`src/hw/rtl/cau_pkg.sv`:
```
// shared types, constants and helpers for the complex arithmetic unit
// no dependencies
package cau_pkg;

  localparam int unsigned FracBitsDef = 8;
  localparam int unsigned QuotBits    = 16;
  localparam int unsigned QueueDepth  = 4;
  localparam int unsigned QueueIdxW   = $clog2(QueueDepth);
  localparam int unsigned QueueCntW   = $clog2(QueueDepth + 1);

  // operation codes on the input channel
  typedef enum logic [2:0] {
    OP_ADD   = 3'd0,
    OP_MUL   = 3'd1,
    OP_DIV   = 3'd2,
    OP_CONJ  = 3'd3,
    OP_SCALE = 3'd4
  } op_t;

  // classified work kind carried to the back end
  typedef enum logic [2:0] {
    KIND_ADD,
    KIND_MUL,
    KIND_DIV,
    KIND_CONJ,
    KIND_SCALE,
    KIND_NONE
  } kind_t;

  typedef struct packed {
    kind_t              kind;
    logic signed [15:0] a_re;
    logic signed [15:0] a_im;
    logic signed [15:0] b_re;
    logic signed [15:0] b_im;
    logic signed [15:0] scalar_value;
  } cau_item_t;

  typedef struct packed {
    logic               ovf;
    logic signed [15:0] val;
  } sat_t;

  // clamp a wide signed value to 16 bits
  function automatic sat_t sat16(input logic signed [47:0] x);
    sat_t r;
    if (x > 48'sd32767) begin
      r.ovf = 1'b1;
      r.val = 16'sh7fff;
    end else if (x < -48'sd32768) begin
      r.ovf = 1'b1;
      r.val = 16'sh8000;
    end else begin
      r.ovf = 1'b0;
      r.val = x[15:0];
    end
    return r;
  endfunction

endpackage

```
`src/hw/rtl/cau_if.sv`:
```
// channel interfaces for the complex arithmetic unit
// no dependencies
interface cau_in_if;
  logic               valid;
  logic               ready;
  logic [2:0]         operation;
  logic signed [15:0] a_re;
  logic signed [15:0] a_im;
  logic signed [15:0] b_re;
  logic signed [15:0] b_im;
  logic signed [15:0] scalar_value;

  modport source(output valid, operation, a_re, a_im, b_re, b_im, scalar_value,
                 input ready);
  modport sink(input valid, operation, a_re, a_im, b_re, b_im, scalar_value,
               output ready);
endinterface


```
`src/hw/rtl/cau_front.sv`:
```
// front end: accepts requests, classifies the operation, queues work items
// depends on cau_pkg and cau_in_if
module cau_front (
  input  logic                clk,
  input  logic                rst,
  cau_in_if.sink              operand,
  output cau_pkg::cau_item_t  item,
  output logic                item_valid,
  input  logic                item_pop
);

  cau_pkg::cau_item_t              mem [cau_pkg::QueueDepth];
  logic [cau_pkg::QueueIdxW-1:0]   wr_ptr;
  logic [cau_pkg::QueueIdxW-1:0]   rd_ptr;
  logic [cau_pkg::QueueCntW-1:0]   count;
  logic                            push;
  logic                            pop;
  cau_pkg::cau_item_t              cls;

  // classify the operation code
  always_comb begin
    cls.a_re         = operand.a_re;
    cls.a_im         = operand.a_im;
    cls.b_re         = operand.b_re;
    cls.b_im         = operand.b_im;
    cls.scalar_value = operand.scalar_value;
    unique case (operand.operation)
      cau_pkg::OP_ADD:   cls.kind = cau_pkg::KIND_ADD;
      cau_pkg::OP_MUL:   cls.kind = cau_pkg::KIND_MUL;
      cau_pkg::OP_DIV:   cls.kind = cau_pkg::KIND_DIV;
      cau_pkg::OP_CONJ:  cls.kind = cau_pkg::KIND_CONJ;
      cau_pkg::OP_SCALE: cls.kind = cau_pkg::KIND_SCALE;
      default:           cls.kind = cau_pkg::KIND_NONE;
    endcase
  end

  // queue handshake
  assign operand.ready = (count != cau_pkg::QueueCntW'(cau_pkg::QueueDepth));
  assign push          = operand.valid && operand.ready;
  assign item_valid    = (count != '0);
  assign pop           = item_pop && item_valid;
  assign item          = mem[rd_ptr];

  // queue pointers and fill count
  always_ff @(posedge clk) begin
    if (rst) begin
      wr_ptr <= '0;
      rd_ptr <= '0;
      count  <= '0;
    end else begin
      if (push) wr_ptr <= wr_ptr + 1'b1;
      if (pop)  rd_ptr <= rd_ptr + 1'b1;
      count <= count + (push ? 1'b1 : 1'b0) - (pop ? 1'b1 : 1'b0);
    end
  end

  // queue storage
  always_ff @(posedge clk) begin
    if (push) mem[wr_ptr] <= cls;
  end

endmodule

```
`src/flat_wrapper.sv`:
```
// flat-port wrapper written by rule: the top's interface ports become plain ports
module cau_front_flat 
  (clk, rst, item, item_valid, item_pop, operand_valid, operand_operation, operand_a_re, operand_a_im, operand_b_re, operand_b_im, operand_scalar_value, operand_ready);
  cau_in_if operand_i ();
  input  logic clk;
  input  logic rst;
  output cau_pkg::cau_item_t item;
  output logic item_valid;
  input  logic item_pop;
  input wire logic [$bits(operand_i.valid)-1:0] operand_valid;
  input wire logic [$bits(operand_i.operation)-1:0] operand_operation;
  input wire logic [$bits(operand_i.a_re)-1:0] operand_a_re;
  input wire logic [$bits(operand_i.a_im)-1:0] operand_a_im;
  input wire logic [$bits(operand_i.b_re)-1:0] operand_b_re;
  input wire logic [$bits(operand_i.b_im)-1:0] operand_b_im;
  input wire logic [$bits(operand_i.scalar_value)-1:0] operand_scalar_value;
  output wire logic [$bits(operand_i.ready)-1:0] operand_ready;
  assign operand_i.valid = operand_valid;
  assign operand_i.operation = operand_operation;
  assign operand_i.a_re = operand_a_re;
  assign operand_i.a_im = operand_a_im;
  assign operand_i.b_re = operand_b_re;
  assign operand_i.b_im = operand_b_im;
  assign operand_i.scalar_value = operand_scalar_value;
  assign operand_ready = operand_i.ready;
  cau_front u_core (.clk(clk), .rst(rst), .operand(operand_i), .item(item), .item_valid(item_valid), .item_pop(item_pop));
endmodule
```
`config.mk`:
```
export PLATFORM = sky130hd
export DESIGN_NAME = cau_front_flat
export DESIGN_NICKNAME = d
export VERILOG_FILES = /design/src/hw/rtl/cau_pkg.sv /design/src/hw/rtl/cau_if.sv /design/src/hw/rtl/cau_front.sv /design/src/flat_wrapper.sv
export SDC_FILE = /design/constraint.sdc
export NUM_CORES = 1
export LEC_CHECK = 0
export BUFFER_PORTS_ARGS = -buffer_cell sky130_fd_sc_hd__buf_2
export CELL_PAD_IN_SITES_DETAIL_PLACEMENT = 0
export CELL_PAD_IN_SITES_GLOBAL_PLACEMENT = 1
export CORE_MARGIN = 2
export CORE_UTILIZATION = 40
export CTS_CLUSTER_DIAMETER = 120
export DETAILED_ROUTE_END_ITERATION = 8
export GPL_TIMING_DRIVEN = 0
export PLACE_DENSITY = 0.66
export SYNTH_ARGS = -nofsm -noshare
export SYNTH_HDL_FRONTEND = slang
export SYNTH_SLANG_ARGS = --single-unit
```
`constraint.sdc`:
```
create_clock -name clk -period 4.2 [get_ports clk]
set_clock_uncertainty 0.2 [all_clocks]
set_input_delay 0.63 -clock clk [delete_from_list [all_inputs] [get_ports clk]]
set_output_delay 0.63 -clock clk [all_outputs]
set_load 0.01 [all_outputs]
```
==> results of run 1 <==
-- placed cells by master (no fill, tap or decap), drive strengths merged --
| cell type | count |
|---|---|
| a21boi | 1 |
| a21o | 1 |
| and2 | 4 |
| buf | 191 |
| bufinv | 4 |
| clkbuf | 53 |
| clkinv | 9 |
| clkinvlp | 1 |
| dfxtp | 9 |
| diode | 1 |
| edfxtp | 332 |
| fa | 1 |
| ha | 6 |
| inv | 8 |
| mux2 | 1 |
| mux2i | 1 |
| mux4 | 83 |
| nand2 | 1 |
| nand2b | 2 |
| nor2 | 7 |
| nor2b | 3 |
| o311ai | 1 |
| o31a | 1 |
| or3 | 1 |
| xnor2 | 3 |
| xor2 | 1 |
-- metal layers --
metal  GRT usage, %  share of wire [%]  vias up
li1               -                  -     2501
met2           25.1                 51      185
met1           18.6                 40     2981
met3           3.72                6.6       46
met5              0              0.051        -
met4           4.29                2.2        2
-- registers in the layout, indices dropped and copies added (netlist names), named ones only --
register and cells:
u_core.count 3, u_core.mem 332, u_core.rd_ptr 2, u_core.wr_ptr 2
-- layout make-up --
class | count | area, sq um | share of cell area [%]
multi-input combinational | 118 | 2160 | 14.2
sequential | 341 | 10100 | 66.8
buffer | 20 | 146 | 0.964
clock inverter | 16 | 203 | 1.33
inverter | 6 | 22.5 | 0.148
timing repair buffer | 174 | 961 | 6.33
clock buffer | 50 | 1050 | 6.90
antenna | 1 | 2.50 | 0.0165
tap | 396 | 495 | 3.26
-- synth_stat cells (all sizes together) --
master  instances  area [sq um]
nand2b          2          12.5
xor2            1          8.76
buf            17           135
mux4           83          1870
a21o            1          7.51
o31a            1          8.76
a21boi          1          11.3
inv             6          22.5
fa              1          20.0
edfxtp        332          9970
mux2i           1          10.0
clkbuf          3          11.3
nand2           1          3.75
nor2            7          26.3
o311ai          1          8.76
dfxtp           9           180
xnor2           3          26.3
nor2b           3          18.8
ha              6          75.1
and2            4          25.0
mux2            1          11.3
or3             1          6.26
-- power by group through the flow --
| stage | registers, mW | logic (mW) | clock network, mW |
|---|---|---|---|
| floorplan | 4.28 | 1.32 | 0 |
| global placement | 4.32 | 2.02 | 0 |
| detailed placement | 4.29 | 2.10 | 0 |
| CTS | 4.22 | 2.11 | 3.34 |
| global route | 4.24 | 2.22 | 3.48 |
| finish | 4.22 | 2.04 | 3.24 |
-- worst reg2reg max path: stages, from the launching register on --
cell	delay, ns
dfxtp_1	0.43
nor2_1	0.11
a21boi_2	0.37
and2_4	0.62
buf_16	0.34
-- how the worst max path moves through the flow --
stage | startpoint | end
finish | register | item[35]
global route | register | item[35]
CTS | register | item[28]
detailed placement | operand_valid | u_core.mem[0][70]
global placement | operand_valid | u_core.mem[0][70]
floorplan | operand_valid | u_core.mem[0][0]
-- kinds of logic after synthesis --
| kind of cell | after synthesis |
|---|---|
| AOI/OAI and AO/OA | 4 |
| xor gates and xnor gates | 4 |
| adders and majority gates | 7 |
| buffers and inverters | 26 |
| DFF | 341 |
| muxes | 85 |
| and+or+nand+nor | 18 |
-- through the flow --
step	total power, mW	cells
final	9.49	1122
after global routing	9.94	1121
after CTS	9.66	1121
after detailed placement	6.39	1055
after global placement	6.34	1051
after floorplan	5.60	485
==> results by group, run 1 <==
Power
  • Sequential share of power: 44.4%
  • Combinational share of power: a little over a fifth
  • Peak VDD IR: roughly 0.41 mV
  • Clock share of power: 34.2%
  • Sw Share: between 20 and 30%
  • Internal: just over 7 mW
  • PwrDens: approximately 630 nW/um^2
  • Static leakage: just over 5 nW
  • Sw power: about 2.4 mW

Placed design
  • Pre-CTS WS: around 1.6 ns
  • GPL Wtd Cong: between 0.6 and 0.7
  • I/O Buffers: between 150 and 200
  • Placement Cell Area: approximately 14000 sq um
  • HPWL after detailed placement: ~14000 um

Clocking
  • TritonCTS clock tree: done
  • Root cell of the clock tree: clkbuf_16
  • H-tree Lvls: 2
  • Hold Buf Count CTS: 0
  • Num CTS Buffers: 38
  • Deepest clock path buffer count: 3
  • PostCTS Resize Cnt: 0
  • CTS sink cnt: roughly 340
  • Post-CTS Setup Inserts: 0
  • Clk slew on worst S/H paths: 0.06 ns
  • Later-pin clock latency in the skew report: between 0.5 and 0.6 ns

Route
  • Wire per inst: roughly 21 um
  • Via-to-Cell Ratio: between 5 and 6
  • Remaining DRCs: 0
  • Vias: approximately 5700
  • Post-DRT Antenna Nets: 0
  • Detailed Route WL: approximately 23000 um
  • Drt first pass iters: 4
  • DRT iter0 DRCs: roughly 420

Synth
  • Yosys synthesis warning count: 0
  • Synth cell types: 23
  • Syn Std Cell Area: approximately 12000 sq um
  • Mean Syn Cell Area: between 20 and 30 sq um
  • Post-synthesis adder-cell area fraction: less than 1%
  • Syn Inst Count: roughly 490
  • Synthesized Nets: just under 600
  • Post-synthesis mux area share: between 10% and 20%
  • Largest family of logic cells by synthesized area: multiplexers
  • Post-Synth XOR/XNOR Area: less than 1%
  • Post-synthesis compound-gate area fraction: less than 1%
  • Sequential share of the synthesized area: about four fifths
  • Simple-gate area share of the yosys netlist: less than 1%
  • Flops & latches, synth: ~340

Critical path
  • CP top delay family: buffers and inverters
  • Slowest stage cell on the critical path: mux4_2
  • Critical Path RT: 3.37 ns
  • Worst path arrival time: slightly above 2 ns
  • Register-to-register setup slack: 1.75 ns
  • Kind of critical path: register to primary output
  • Depth of the worst register-to-register path: 4
  • Max incr delay on CP: about 0.36 ns
  • Reg2reg start: u_core.count[1]
  • Worst-path fanout max: 10
  • Reg2Reg Capture Point: u_core.mem[0][65]
  • Crit. path cell count: 4
  • Most used cell, CP: buf_2
  • Worst path cell trace: buf_2 -> buf_2 -> mux4_2 -> buf_2
  • Startpoint types: register
  • Crit path buf inv count: 3
  • Critical Path End Type: primary output

Layout
  • NumNets Final: between 700 and 800
  • Synth-to-Final Area Change: 21.8%
  • # fillers: around 2500
  • Final core occ: about half
  • Finished Cell Area: 15200 sq um
  • Layout cells sized above 1: 46.3%

Floorplan
  • Die Width: between 150 and 200 um
  • Chip Height: approximately 180 um
  • DIE AREA: 32600 sq um
  • # IOs: between 150 and 200
  • Starting Density: between 40% and 50%
  • # rows: 64
  • Core area: ~31000 sq um

Global route
  • GR Util All Layers: ~15%
  • Vias in the first global route: between 6000 and 7000
  • Initial antenna violation count: 2
  • Largest net degree at the start of global routing: 57
  • Grt ovf: 0
  • First-pass GRT wire length: roughly 37000 um

Job
  • Max Cap Viol: 0

STA
  • Slew Limit Fails: 0
  • Fin Hold WS: 0.131 ns
  • Setup Viol. Count Final: 0
  • Final hold viol count: 0
  • Min Tclk post-route: ~2.9 ns
  • Worst-margin pin slew: between 0.6 and 0.7 ns
  • RSZ-0062 raised after global routing: false
  • Setup TNS: 0 ns
  • Crit share post-route: 68.6%
  • Slew headroom: about 56%
  • Peak Freq: 347 MHz
  • Final setup margin: approximately 1.3 ns

Min path
  • Worst min path class: primary input to register
  • Worst Hold Launch: operand_b_re[8]
  • Hold Crit Depth: 1
  • Hold EP: u_core.mem[3][40]

Outcome
  • Status: finished, final reports clean
Power figures use the tool's default switching activity.
==> inputs of run 2 (changes only) <==
==> constraint.sdc (replaced) <==
create_clock -name clk -period 2.7 [get_ports clk]
set_clock_uncertainty 0.2 [all_clocks]
set_input_delay 0.405 -clock clk [delete_from_list [all_inputs] [get_ports clk]]
set_output_delay 0.405 -clock clk [all_outputs]
set_load 0.01 [all_outputs]
==> run 2 against run 1 <==
Flip-flop and latch count unchanged. Design area increased by 4.0%. Setup slack got worse by 1.2 ns. Power increased by 49%. Global-route usage decreased by 0.17 points.
==> results by group, run 2 (same netlist as run 1, synthesis figures left out) <==
Critical path
  • Register-to-register setup slack: 0.25 ns (-1.50 ns)
  • Depth of the worst register-to-register path: 4 (unchanged)
  • Slowest stage cell on the critical path: mux4_2
  • Reg2Reg Capture Point: u_core.mem[2][46]
  • Max incr delay on CP: 0.54 ns (+0.18 ns)
  • Startpoint types: register
  • Reg2reg start: u_core.count[1]
  • Crit path buf inv count: 3 (unchanged)
  • Worst path cell trace: buf_6 -> buf_6 -> mux4_2 -> buf_2
  • Worst-path fanout max: 10 (unchanged)
  • Kind of critical path: register to primary output
  • Most used cell, CP: buf_6
  • CP top delay family: buffers and inverters
  • Critical Path RT: 2.10 ns (-1.27 ns)
  • Worst path arrival time: 1.99 ns (-0.06 ns)
  • Critical Path End Type: primary output

Min path
  • Hold EP: u_core.mem[2][81]
  • Worst Hold Launch: operand_operation[2]
  • Worst min path class: primary input to register
  • Hold Crit Depth: 2 (+1)

Global route
  • Grt ovf: 0 (unchanged)
  • Initial antenna violation count: 0 (-2)
  • Vias in the first global route: 6567 (+3.8%)
  • GR Util All Layers: 14.5% (-0.17 points)
  • First-pass GRT wire length: 36500 um (about the same)
  • Largest net degree at the start of global routing: 46 (-19%)

STA
  • Setup Viol. Count Final: 0 (unchanged)
  • RSZ-0062 raised after global routing: true
  • Slew headroom: 54.1% (-2.0 points)
  • Slew Limit Fails: 0 (unchanged)
  • Worst-margin pin slew: 0.689 ns (+0.0304 ns)
  • Peak Freq: around 390 MHz
  • Crit share post-route: 96.0%
  • Final hold viol count: 0 (unchanged)
  • Fin Hold WS: 0.0562 ns (-0.0752 ns)
  • Min Tclk post-route: roughly 2.6 ns

Layout
  • # diodes: 0 (-1)
  • Layout cells sized above 1: 41.3% (-5.1 points)
  • Synth-to-Final Area Change: 26.7%
  • Most flop-heavy register: u_core.mem
  • Largest register FFs: 332 (unchanged)
  • # fillers: 2460 (-0.73%)
  • Commonest non-fill, non-tap cell in the layout: edfxtp_1
  • Most frequent cells in the layout: 332 x edfxtp_1, 178 x buf_2, 83 x mux4_2, 81 x dlygate4sd3_1, 37 x clkbuf_16
  • Biggest regs: u_core.mem (332), u_core.count (3)
  • NumNets Final: 872 (+10%)
  • Final core occ: 51.5% (+2.0 points)

Floorplan
  • Chip Height: 181 um (unchanged)
  • DIE AREA: 32600 sq um (unchanged)
  • # IOs: 172 (unchanged)
  • Core area: 30700 sq um (unchanged)
  • Die Width: 181 um (unchanged)
  • # rows: 64 (unchanged)
  • Starting Density: 40.7% (unchanged)

Route
  • Post-DRT Antenna Nets: 0 (unchanged)
  • Detailed Route WL: 23200 um (-0.93%)
  • Wire per inst: 19.4 um (-7.2%)
  • Remaining DRCs: 0 (unchanged)
  • Vias: 5881 (+2.9%)
  • DRT iter0 DRCs: 374 (-11%)
  • Via-to-Cell Ratio: 4.91 (-3.6%)
  • Drt first pass iters: 6 (+2)

Placed design
  • I/O Buffers: 170 (unchanged)
  • HPWL after detailed placement: 14200 um (-1.4%)
  • GPL Wtd Cong: 0.736 (+5.2%)

Clocking
  • Root cell of the clock tree: clkbuf_16
  • Clk slew on worst S/H paths: 0.06 ns (about the same)
  • Later-pin clock latency in the skew report: 0.50 ns (about the same)
  • H-tree Lvls: 2 (unchanged)
  • Deepest clock path buffer count: 3 (unchanged)
  • Num CTS Buffers: 36 (-5.3%)
  • TritonCTS clock tree: done
  • CTS sink cnt: 341 (unchanged)
  • Post-CTS Setup Inserts: 0 (unchanged)

Outcome
  • Status: finished, final reports clean

Job
  • Max Cap Viol: 0 (unchanged)

Power
  • Static leakage: 5.38 nW (+4.9%)
  • PwrDens: 897 nW/um^2 (+43%)
  • Peak VDD IR: 0.505 mV (+22%)
[run 2: changes by cell type in the layout (fill, tap and decap cells not counted), sizes merged]
cell | before | now
dlygate4sd3 | 0 | 81
clkbuf | 53 | 46
bufinv | 4 | 0
diode | 1 | 0
clkinv | 9 | 16
[run 2: through the flow]
step	instance area, sq um	worst slack [ns]	cells	power [mW]	TNS, ns
after floorplan	12500	0.253	485	8.69	0
after detailed placement	13900	0.211	1055	9.91	0
final	15800	0.109	1198	14.2	0
after global placement	13800	-0.623	1051	9.78	-202.46
after global routing	15800	-0.00765	1198	14.9	-0.0161
after CTS	15800	0.0448	1198	14.4	0
[run 2: repair_timing]
item | in CTS | in global routing
endpoints found under the setup margin | 9 | 3
hold endpoints to repair | 322 | 0
resized for setup | 1 | 0
hold buffers | 81 | 0
[run 2: layout make-up]
cell class,count,area (sq um),share of cell area (%)
Sequential cell,341,10100,64.3
Multi-Input combinational cell,118,2160,13.7
Timing Repair Buffer,255,1770,11.2
Clock buffer,43,948,6.00
Tap cell,396,495,3.14
Buffer,20,149,0.943
Clock inverter,19,98.8,0.626
Inverter,6,22.5,0.143
[run 2: worst max path at each step]
stage / slack, ns / end / start / cells after the start
2_1_floorplan: 0.25 / u_core.mem[0][0] / u_core.count[1] / 3
3_3_place_gp: -0.62 / u_core.mem[1][65] / u_core.count[1] / 3
3_5_place_dp: 0.21 / u_core.mem[2][65] / u_core.count[1] / 4
4_1_cts: 0.04 / item[14] / register / 4
5_1_grt: -0.008 / item[39] / register / 4
6_report: 0.11 / item[58] / register / 4
[run 2: power breakdown]
group          internal, mW  switching [mW]  total [mW]
Clock                  2.50            1.85        4.36
Sequential             6.42           0.135        6.55
Combinational          1.60            1.65        3.25
Total                  10.5            3.64        14.2
[run 2: metal layers]
metal | up-vias | global-route usage (%) | share of wire [%]
met4 | 0 | 3.35 | 1.5
met2 | 176 | 25.1 | 51
met3 | 33 | 3.40 | 5.8
met5 | - | 0 | 0
met1 | 3018 | 18.8 | 42
li1 | 2654 | - | -
